[src/hw/rtl/lrc_pkg.sv]
// ----------------------------------------------------------------------------
// LRC tokenizer package
// Shared types, codes and character constants of the LRC lyric tokenizer.
// ----------------------------------------------------------------------------
package lrc_pkg;

	localparam int unsigned LEN_W  = 12;
	localparam int unsigned LINE_W = 24;
	localparam int unsigned COL_W  = 16;

	localparam logic [LEN_W-1:0]  MAX_LEN_RESET = 12'd255;
	localparam logic [LINE_W-1:0] LINE_MAX      = 24'hFF_FFFF;
	localparam logic [COL_W-1:0]  COL_MAX       = 16'hFFFF;

	// characters that steer the parse
	localparam logic [7:0] CH_LBRACK = 8'h5B; // '['
	localparam logic [7:0] CH_RBRACK = 8'h5D; // ']'
	localparam logic [7:0] CH_COLON  = 8'h3A; // ':'
	localparam logic [7:0] CH_DOT    = 8'h2E; // '.'
	localparam logic [7:0] CH_LF     = 8'h0A; // newline
	localparam logic [7:0] CH_ZERO   = 8'h30; // '0'
	localparam logic [7:0] CH_NINE   = 8'h39; // '9'

	// parser states, one-hot
	typedef enum logic [7:0] {
		ST_START     = 8'b0000_0001,
		ST_TAG       = 8'b0000_0010,
		ST_TAG_NAME  = 8'b0000_0100,
		ST_TAG_VALUE = 8'b0000_1000,
		ST_TIME      = 8'b0001_0000,
		ST_LYRIC     = 8'b0010_0000,
		ST_COMMENT   = 8'b0100_0000,
		ST_DONE      = 8'b1000_0000
	} state_t;

	typedef enum logic [2:0] {
		ROLE_MARKUP    = 3'd0,
		ROLE_TAG_NAME  = 3'd1,
		ROLE_TAG_VALUE = 3'd2,
		ROLE_TIME      = 3'd3,
		ROLE_LYRIC     = 3'd4
	} role_t;

	typedef enum logic [2:0] {
		FEND_NONE     = 3'd0,
		FEND_TAG_NAME = 3'd1,
		FEND_TAG      = 3'd2,
		FEND_TIME     = 3'd3,
		FEND_LYRIC    = 3'd4
	} fend_t;

	typedef enum logic [1:0] {
		ERR_NONE     = 2'd0,
		ERR_CHAR     = 2'd1,
		ERR_OVERFLOW = 2'd2,
		ERR_STATE    = 2'd3
	} err_t;

	// one result beat, from the parser to the output register
	typedef struct packed {
		role_t             role;
		fend_t             field_end;
		err_t              error_code;
		logic [LINE_W-1:0] line_no;
		logic [COL_W-1:0]  col_no;
		logic              finished;
	} result_t;

endpackage

[src/hw/rtl/lrc_byte_if.sv]
// ----------------------------------------------------------------------------
// LRC byte channel
// Valid/ready channel carrying one text byte and the end-of-text flag.
// ----------------------------------------------------------------------------
interface lrc_byte_if;
	logic       valid;
	logic       ready;
	logic [7:0] ch;
	logic       end_of_text;

	modport source (output valid, output ch, output end_of_text, input ready);
	modport sink   (input valid, input ch, input end_of_text, output ready);
endinterface

[src/hw/rtl/lrc_token_if.sv]
// ----------------------------------------------------------------------------
// LRC token channel
// Valid/ready channel carrying the classification of one text byte.
// ----------------------------------------------------------------------------
interface lrc_token_if;
	logic        valid;
	logic        ready;
	logic [2:0]  role;
	logic [2:0]  field_end;
	logic [1:0]  error_code;
	logic [23:0] line_no;
	logic [15:0] col_no;
	logic        finished;

	modport source (output valid, output role, output field_end, output error_code,
		output line_no, output col_no, output finished, input ready);
	modport sink   (input valid, input role, input field_end, input error_code,
		input line_no, input col_no, input finished, output ready);
endinterface

[src/hw/rtl/lrc_lyric_tokenizer.sv]
// ----------------------------------------------------------------------------
// LRC lyric tokenizer
// Classifies each byte of an LRC lyrics text and tracks line, column and error.
// ----------------------------------------------------------------------------
// The block takes one text byte per beat and returns one token beat for each:
// the byte's role, any field it closes, a sticky error, line and column, and
// a finished flag. It can accept a byte every cycle while its results are
// taken. The parse state advances once per byte and each result is registered,
// so it appears in the cycle after its byte. A byte is taken while the output
// register is empty or its result leaves in the same cycle, so a stalled result
// holds off new bytes until it is taken. Write max_field_len through
// cfg_we/cfg_wdata only while no beat is in flight.
module lrc_lyric_tokenizer (
	input  logic                      clk,
	input  logic                      arst_n,
	lrc_byte_if.sink                  bytes,
	lrc_token_if.source               tokens,
	input  logic                      cfg_we,
	input  logic [lrc_pkg::LEN_W-1:0] cfg_wdata
);

	logic             accept;
	logic             vld_q;
	lrc_pkg::result_t res_next;
	lrc_pkg::result_t res_q;

	// take a byte when the output register is empty or being drained
	assign bytes.ready = !vld_q || tokens.ready;
	assign accept      = bytes.valid && bytes.ready;

	lrc_parse_fsm u_fsm (
		.clk         (clk),
		.arst_n      (arst_n),
		.step        (accept),
		.ch          (bytes.ch),
		.end_of_text (bytes.end_of_text),
		.cfg_we      (cfg_we),
		.cfg_wdata   (cfg_wdata),
		.res         (res_next)
	);

	// hold the valid flag of the result register
	always_ff @(posedge clk or negedge arst_n) begin
		if (!arst_n) begin
			vld_q <= 1'b0;
		end else if (accept) begin
			vld_q <= 1'b1;
		end else if (tokens.ready) begin
			vld_q <= 1'b0;
		end
	end

	// load the result payload
	always_ff @(posedge clk) begin
		if (accept) begin
			res_q <= res_next;
		end
	end

	assign tokens.valid      = vld_q;
	assign tokens.role       = res_q.role;
	assign tokens.field_end  = res_q.field_end;
	assign tokens.error_code = res_q.error_code;
	assign tokens.line_no    = res_q.line_no;
	assign tokens.col_no     = res_q.col_no;
	assign tokens.finished   = res_q.finished;

endmodule

[src/hw/rtl/lrc_parse_fsm.sv]
// ----------------------------------------------------------------------------
// LRC parse state machine
// Holds the parse state, counters and field limit; computes the result of
// one byte combinationally and advances the state when step is high.
// ----------------------------------------------------------------------------
module lrc_parse_fsm (
	input  logic                           clk,
	input  logic                           arst_n,
	input  logic                           step,
	input  logic [7:0]                     ch,
	input  logic                           end_of_text,
	input  logic                           cfg_we,
	input  logic [lrc_pkg::LEN_W-1:0]      cfg_wdata,
	output lrc_pkg::result_t               res
);

	lrc_pkg::state_t               st_q, st_d;
	lrc_pkg::err_t                 err_q, err_d;
	logic [lrc_pkg::LINE_W-1:0]    line_q, line_d;
	logic [lrc_pkg::COL_W-1:0]     col_q, col_d;
	logic [lrc_pkg::LEN_W-1:0]     flen_q, flen_d;
	logic [lrc_pkg::LEN_W-1:0]     max_len_q;

	logic [7:0]       c;
	logic             nl;
	logic             is_dig;
	logic             ovf_grow;   // next character of a running field overflows
	logic             ovf_first;  // first character of a new field overflows
	lrc_pkg::role_t   role;
	lrc_pkg::fend_t   fend;

	// field limit register
	always_ff @(posedge clk or negedge arst_n) begin
		if (!arst_n) begin
			max_len_q <= lrc_pkg::MAX_LEN_RESET;
		end else if (cfg_we) begin
			max_len_q <= cfg_wdata;
		end
	end

	assign c         = end_of_text ? lrc_pkg::CH_LF : ch;
	assign nl        = (c == lrc_pkg::CH_LF);
	assign is_dig    = c inside {[lrc_pkg::CH_ZERO:lrc_pkg::CH_NINE]};
	assign ovf_grow  = (flen_q >= max_len_q);
	assign ovf_first = (max_len_q == '0);

	// next state and result of one byte
	always_comb begin
		st_d   = st_q;
		err_d  = err_q;
		line_d = line_q;
		col_d  = col_q;
		flen_d = flen_q;
		role   = lrc_pkg::ROLE_MARKUP;
		fend   = lrc_pkg::FEND_NONE;

		if (st_q != lrc_pkg::ST_DONE) begin
			// advance line and column, saturating
			if (nl) begin
				col_d = '0;
				if (line_q < lrc_pkg::LINE_MAX) begin
					line_d = line_q + 1'b1;
				end
			end else if (col_q < lrc_pkg::COL_MAX) begin
				col_d = col_q + 1'b1;
			end

			case (st_q)
				lrc_pkg::ST_START: begin
					if (c == lrc_pkg::CH_LBRACK) begin
						st_d = lrc_pkg::ST_TAG;
					end else if (!nl) begin
						// untagged lyric line keeps its first character
						st_d = lrc_pkg::ST_LYRIC;
						if (ovf_first) begin
							err_d  = lrc_pkg::ERR_OVERFLOW;
							flen_d = '0;
						end else begin
							flen_d = lrc_pkg::LEN_W'(1);
							role   = lrc_pkg::ROLE_LYRIC;
						end
					end
				end
				lrc_pkg::ST_TAG: begin
					if (nl) begin
						err_d = lrc_pkg::ERR_CHAR;
					end else begin
						st_d = is_dig ? lrc_pkg::ST_TIME : lrc_pkg::ST_TAG_NAME;
						if (ovf_first) begin
							err_d  = lrc_pkg::ERR_OVERFLOW;
							flen_d = '0;
						end else begin
							flen_d = lrc_pkg::LEN_W'(1);
							role   = is_dig ? lrc_pkg::ROLE_TIME : lrc_pkg::ROLE_TAG_NAME;
						end
					end
				end
				lrc_pkg::ST_TAG_NAME: begin
					if (c == lrc_pkg::CH_COLON) begin
						flen_d = '0;
						st_d   = lrc_pkg::ST_TAG_VALUE;
						fend   = lrc_pkg::FEND_TAG_NAME;
					end else if (c == lrc_pkg::CH_RBRACK || nl) begin
						err_d = lrc_pkg::ERR_CHAR;
					end else if (ovf_grow) begin
						err_d = lrc_pkg::ERR_OVERFLOW;
					end else begin
						flen_d = flen_q + 1'b1;
						role   = lrc_pkg::ROLE_TAG_NAME;
					end
				end
				lrc_pkg::ST_TAG_VALUE: begin
					if (c == lrc_pkg::CH_RBRACK) begin
						flen_d = '0;
						st_d   = lrc_pkg::ST_COMMENT;
						fend   = lrc_pkg::FEND_TAG;
					end else if (nl) begin
						err_d = lrc_pkg::ERR_CHAR;
					end else if (ovf_grow) begin
						err_d = lrc_pkg::ERR_OVERFLOW;
					end else begin
						flen_d = flen_q + 1'b1;
						role   = lrc_pkg::ROLE_TAG_VALUE;
					end
				end
				lrc_pkg::ST_TIME: begin
					if (c == lrc_pkg::CH_RBRACK) begin
						flen_d = '0;
						st_d   = lrc_pkg::ST_LYRIC;
						fend   = lrc_pkg::FEND_TIME;
					end else if (is_dig || c == lrc_pkg::CH_COLON || c == lrc_pkg::CH_DOT) begin
						if (ovf_grow) begin
							err_d = lrc_pkg::ERR_OVERFLOW;
						end else begin
							flen_d = flen_q + 1'b1;
							role   = lrc_pkg::ROLE_TIME;
						end
					end else begin
						err_d = lrc_pkg::ERR_CHAR;
					end
				end
				lrc_pkg::ST_LYRIC: begin
					if (nl) begin
						flen_d = '0;
						st_d   = lrc_pkg::ST_START;
						fend   = lrc_pkg::FEND_LYRIC;
					end else if (ovf_grow) begin
						err_d = lrc_pkg::ERR_OVERFLOW;
					end else begin
						flen_d = flen_q + 1'b1;
						role   = lrc_pkg::ROLE_LYRIC;
					end
				end
				lrc_pkg::ST_COMMENT: begin
					if (nl) begin
						st_d = lrc_pkg::ST_START;
					end
				end
				default: begin
					err_d = lrc_pkg::ERR_STATE;
				end
			endcase

			// any error ends the parse and masks the byte
			if (err_d != lrc_pkg::ERR_NONE) begin
				role = lrc_pkg::ROLE_MARKUP;
				fend = lrc_pkg::FEND_NONE;
				st_d = lrc_pkg::ST_DONE;
			end
			if (end_of_text) begin
				st_d = lrc_pkg::ST_DONE;
			end
		end
	end

	// state registers, advanced once per accepted beat
	always_ff @(posedge clk or negedge arst_n) begin
		if (!arst_n) begin
			st_q   <= lrc_pkg::ST_START;
			err_q  <= lrc_pkg::ERR_NONE;
			line_q <= lrc_pkg::LINE_W'(1);
			col_q  <= '0;
			flen_q <= '0;
		end else if (step) begin
			st_q   <= st_d;
			err_q  <= err_d;
			line_q <= line_d;
			col_q  <= col_d;
			flen_q <= flen_d;
		end
	end

	// result of the byte on the inputs
	always_comb begin
		res.role       = role;
		res.field_end  = fend;
		res.error_code = err_d;
		res.line_no    = line_d;
		res.col_no     = col_d;
		res.finished   = (st_d == lrc_pkg::ST_DONE);
	end

`ifndef NO_ASSERTIONS
	a_done_sticky: assert property (@(posedge clk) disable iff (!arst_n)
		st_q == lrc_pkg::ST_DONE |=> st_q == lrc_pkg::ST_DONE)
		else $error("parse left the done state");

	a_err_ends: assert property (@(posedge clk) disable iff (!arst_n)
		err_q != lrc_pkg::ERR_NONE |-> st_q == lrc_pkg::ST_DONE)
		else $error("error raised while parse still running");

	a_line_nonzero: assert property (@(posedge clk) disable iff (!arst_n)
		line_q != '0)
		else $error("line count reached zero");

	a_col_clear: assert property (@(posedge clk) disable iff (!arst_n)
		step && nl && st_q != lrc_pkg::ST_DONE |=> col_q == '0)
		else $error("column not cleared after newline");

	a_len_bound: assert property (@(posedge clk) disable iff (!arst_n)
		step && !cfg_we && st_q != lrc_pkg::ST_DONE |=> flen_q <= max_len_q)
		else $error("field length passed the limit");
`endif

endmodule
[src/flat_wrapper.sv]
// flat-port wrapper written by rule: the top's interface ports become plain ports
module lrc_lyric_tokenizer_flat 
  (clk, arst_n, cfg_we, cfg_wdata, bytes_valid, bytes_ch, bytes_end_of_text, bytes_ready, tokens_valid, tokens_role, tokens_field_end, tokens_error_code, tokens_line_no, tokens_col_no, tokens_finished, tokens_ready);
  lrc_byte_if bytes_i ();
  lrc_token_if tokens_i ();
  input  logic clk;
  input  logic arst_n;
  input  logic cfg_we;
  input  logic [lrc_pkg::LEN_W-1:0] cfg_wdata;
  input wire logic [$bits(bytes_i.valid)-1:0] bytes_valid;
  input wire logic [$bits(bytes_i.ch)-1:0] bytes_ch;
  input wire logic [$bits(bytes_i.end_of_text)-1:0] bytes_end_of_text;
  output wire logic [$bits(bytes_i.ready)-1:0] bytes_ready;
  output wire logic [$bits(tokens_i.valid)-1:0] tokens_valid;
  output wire logic [$bits(tokens_i.role)-1:0] tokens_role;
  output wire logic [$bits(tokens_i.field_end)-1:0] tokens_field_end;
  output wire logic [$bits(tokens_i.error_code)-1:0] tokens_error_code;
  output wire logic [$bits(tokens_i.line_no)-1:0] tokens_line_no;
  output wire logic [$bits(tokens_i.col_no)-1:0] tokens_col_no;
  output wire logic [$bits(tokens_i.finished)-1:0] tokens_finished;
  input wire logic [$bits(tokens_i.ready)-1:0] tokens_ready;
  assign bytes_i.valid = bytes_valid;
  assign bytes_i.ch = bytes_ch;
  assign bytes_i.end_of_text = bytes_end_of_text;
  assign bytes_ready = bytes_i.ready;
  assign tokens_valid = tokens_i.valid;
  assign tokens_role = tokens_i.role;
  assign tokens_field_end = tokens_i.field_end;
  assign tokens_error_code = tokens_i.error_code;
  assign tokens_line_no = tokens_i.line_no;
  assign tokens_col_no = tokens_i.col_no;
  assign tokens_finished = tokens_i.finished;
  assign tokens_i.ready = tokens_ready;
  lrc_lyric_tokenizer u_core (.clk(clk), .arst_n(arst_n), .bytes(bytes_i), .tokens(tokens_i), .cfg_we(cfg_we), .cfg_wdata(cfg_wdata));
endmodule
[config.mk]
export PLATFORM = sky130hd
export DESIGN_NAME = lrc_lyric_tokenizer_flat
export DESIGN_NICKNAME = d
export VERILOG_FILES = /design/src/hw/rtl/lrc_pkg.sv /design/src/hw/rtl/lrc_byte_if.sv /design/src/hw/rtl/lrc_token_if.sv /design/src/hw/rtl/lrc_lyric_tokenizer.sv /design/src/hw/rtl/lrc_parse_fsm.sv /design/src/flat_wrapper.sv
export SDC_FILE = /design/constraint.sdc
export NUM_CORES = 1
export LEC_CHECK = 0
export ABC_AREA = 1
export BUFFER_PORTS_ARGS = -buffer_cell sky130_fd_sc_hd__buf_2
export CAP_MARGIN = 0
export CORE_ASPECT_RATIO = 1.75
export CORE_MARGIN = 4
export CORE_UTILIZATION = 35
export DETAILED_ROUTE_END_ITERATION = 6
export SYNTH_ARGS = -nofsm -noshare
export SYNTH_HDL_FRONTEND = slang
export SYNTH_SLANG_ARGS = --single-unit
export TNS_END_PERCENT = 50
[constraint.sdc]
create_clock -name clk -period 3.6 [get_ports clk]
set_clock_uncertainty 0.1 [all_clocks]
set_input_delay 0.9 -clock clk [delete_from_list [all_inputs] [get_ports clk]]
set_output_delay 0.9 -clock clk [all_outputs]
set_load 0.02 [all_outputs]
==> flow_metrics.tcl <==
set metrics [dict create \
    synth.distinct_cells 44 \
    diodes 0 \
    syn_area_um2 7717 \
    hp-class "flip-flop to flip-flop" \
    die_area_um2 24580 \
    design_power_total_mw 4.963 \
    synth_edf_count 49 \
    timing.fmax_mhz 351.0 \
    first_pass_iters 4 \
    powerDensity_nw_per_um2 551.8 \
    cts_root_buffer "clkbuf_16" \
    async_flop_share_pct 60.48 \
    routabilityCongestion 0.8638 \
    cp-start-kind "flip-flop" \
    finalCriticalPeriod_ns 2.849 \
    final_antenna_net_count 0 \
    drc 0 \
    hpwl_um 15680 \
    grt_overflow 0 \
    leakage_nw 4.164 \
    cts_htree_levels 4 \
    cts_tree "done" \
    route.vias.total 6736 \
    wirelength_um 20520 \
    crit_chain "inv_1 > ha_1 > nand2_1 > nand2_1 > nand2_1 > nand3_1 > nor2_1 > nand2_1 > buf_4 > nand2_1 > nand2_1 > nand2_1 > nand3_4 > nor4_1" \
    worstMarginPinSlew_ns 1.027 \
    slew_viol_final 0 \
    cts_hold_buf 0 \
    routed.top_layer "met4" \
    tns_ns 0 \
    post-route-period-util_pct 79.14 \
    clk_latency_ns 0.44 \
    hold_viol_final 0 \
    fp.dieW_um 120.3 \
    cts-buffers-inserted 17 \
    m1WireLength_um 7316 \
    track_usage_pct 17.55 \
    cp_max_fo 9 \
    synth_flop_cell "dfrtp_1" \
    cp_common_cell "nand2_1" \
    wire_per_inst_um 14.85 \
    grt_max_degree 76 \
    drive_gt1_share_pct 17.89 \
    arrival_ns 2.94 \
    path_clk_slew_ns 0.06 \
    cts_setup_buffers 0 \
    status "complete, no violations" \
    setup_ws_ns 0.7508 \
    ys_warn_count 0 \
    whs_ns 0.3995 \
    critPathCaptureType "flip-flop" \
    clk_path_buf_depth 2 \
    via_per_inst 4.874 \
    dpl_worst_slack_ns 0.3368 \
    rows 71 \
    grt_pass1_wl_um 33550 \
    cp.required_ns 3.69 \
    layout.nets 1118 \
    first_iter_violations 309 \
    ys_seq_area_share_pct 43.55 \
    synth_area_per_cell_um2 7.702 \
    syn_nets 1043 \
    met2_length_um 11640 \
    antenna_found_initial 0 \
    critPathSlowestCell "dfstp_2" \
    max-vdd-ir-drop_v 0.0002640 \
    critPathKind "flip-flop to flip-flop" \
    die_h_um 204.4 \
    fillers 2190 \
    critPathMaxStageDelay_ns 0.51 \
    numPortBuffers 76 \
    syn_to_final_growth_pct 16.55 \
    rsz0062_at_grt "false" \
    floorplan.initialDensity_pct 35.75 \
    route.met3.wl_um 627 \
    core_region_area_um2 21590 \
    ys_ff_latch 124 \
    cts_resized 0 \
    cap_violations 0 \
    relSlewSlack_pct 31.51 \
    final-setup-viol-count 0 \
    syn_inst 1002 \
    cts.sinks 124 \
    grt_pass1_vias 6721 \
    io_pins 77 \
]
## layer usage
metal,global-route usage [%],vias up
met5,0,-
met4,10.13,0
met3,2.880,49
met2,34.78,145
met1,16.49,3124
li1,-,3418
## cell type report
type                    count  area [um^2]  share of cell area [%]
multi-input cells         709         3676                   40.87
flip-flops and latches    124         3361                   37.36
inverters                 140        538.0                   5.981
clock buffers              22        518.0                   5.759
repair buffers             85        462.9                   5.147
well taps                 292        365.4                   4.062
clock inverters            10        73.82                  0.8207
## critical path: cells and delay by family (launching register included)
kind	cells	cell delay (ns)
and+or+nand+nor	11	1.43
DFF	1	0.51
adders and majority gates	1	0.29
buffers and inverters	2	0.28
## metrics by stage
| stage | cells | util [%] | instance area, um^2 |
|---|---|---|---|
| global placement | 1350 | 38.93 | 8403 |
| detailed placement | 1350 | 38.93 | 8403 |
| global route | 1382 | 41.67 | 8995 |
| finish | 1382 | 41.67 | 8995 |
| floorplan | 1002 | - | 7719 |
| CTS | 1382 | 41.67 | 8995 |
## sequential cells by signal (all words and copies together) (netlist names)
name                      cells
u_core.tokens.col_no         16
u_core.tokens.error_code      2
u_core.tokens.field_end       3
u_core.tokens.finished        1
u_core.tokens.line_no        24
u_core.tokens.role            3
u_core.tokens.valid           1
u_core.u_fsm.col_q           16
u_core.u_fsm.err_q            2
u_core.u_fsm.flen_q          12
u_core.u_fsm.line_q          24
u_core.u_fsm.max_len_q       12
u_core.u_fsm.st_q             8
## placed cells by master, fill, tap and decap left out, types with 2 or more instances in the layout
cell and n:
clkinv_2 2, edfxtp_1 49, nand2_1 262, clkbuf_16 20
o21ai_1 10, o21ai_0 94, buf_4 9, nand3b_1 6
nand3_2 7, o211ai_1 3, nand2_2 16, clkinv_4 4
a21oi_2 2, and2_1 2, nand3_1 84, o22ai_1 3
dfrtp_1 65, buf_2 75, inv_2 10, nor3_1 24
nor2_8 4, nor4_1 5, nand4_1 22, a31oi_1 2
inv_1 126, nor2_1 78, nor2_4 5, nor2_2 9
a21oi_1 12, xor2_1 27, a211oi_1 2, inv_4 5
dfstp_2 10, ha_1 15, nand2_4 6, nand3_4 2
inv_6 2
## path summary, 6_finish.rpt
path | from | to | slack [ns] | cells after the start
worst min-delay path | u_core.u_fsm.max_len_q[3]$_DFFE_PN1P_ | u_core.u_fsm.max_len_q[3]$_DFFE_PN1P_ | 0.40 | 2
min in group asynchronous | arst_n | u_core.u_fsm.col_q[5]$_DFFE_PN0P_ | 0.52 | 1
max in group asynchronous | arst_n | u_core.u_fsm.line_q[5]$_DFFE_PN0P_ | 2.19 | 1
worst min register to register | u_core.u_fsm.max_len_q[3]$_DFFE_PN1P_ | u_core.u_fsm.max_len_q[3]$_DFFE_PN1P_ | 0.40 | 2
worst max register to register | u_core.u_fsm.max_len_q[7]$_DFFE_PN1P_ | u_core.tokens.field_end[2]$_SDFFCE_PP0P_ | 0.75 | 14
worst max-delay path | u_core.u_fsm.max_len_q[7]$_DFFE_PN1P_ | u_core.tokens.field_end[2]$_SDFFCE_PP0P_ | 0.75 | 14
## cells by family (layout without fill, tap and decap cells)
logic type / Yosys count / after routing / synth area share, %
simple gates: 536 / 536 / 33.12
flops: 124 / 124 / 43.55
buf+inv: 169 / 257 / 8.820
xor+xnor: 28 / 28 / 3.178
compound gates: 130 / 130 / 8.901
fa+ha+maj: 15 / 15 / 2.432
## synthesized netlist by cell type (all sizes together) (10+ instances only)
master | n | share of area (%)
buf | 13 | 1.1
edfxtp | 49 | 19
ha | 15 | 2.4
nand2 | 284 | 15
xor2 | 27 | 3.1
nor3 | 25 | 1.7
dfstp | 10 | 3.4
o21ai | 104 | 6.7
a21oi | 14 | 1.0
nand4 | 22 | 1.8
inv | 139 | 6.8
nor2 | 96 | 6.3
clkbuf | 16 | 0.78
nand3 | 93 | 6.8
dfrtp | 65 | 21
## where the power goes
part / total (mW) / internal, mW / leakage, nW / switching, mW
sequential: 1.99 / 1.77 / 1.44 / 0.217
clock: 1.70 / 1.03 / 0.293 / 0.673
combinational: 1.27 / 0.403 / 2.43 / 0.869
total: 4.96 / 3.20 / 4.16 / 1.76
Note: power is estimated with default switching activity, not from simulation.
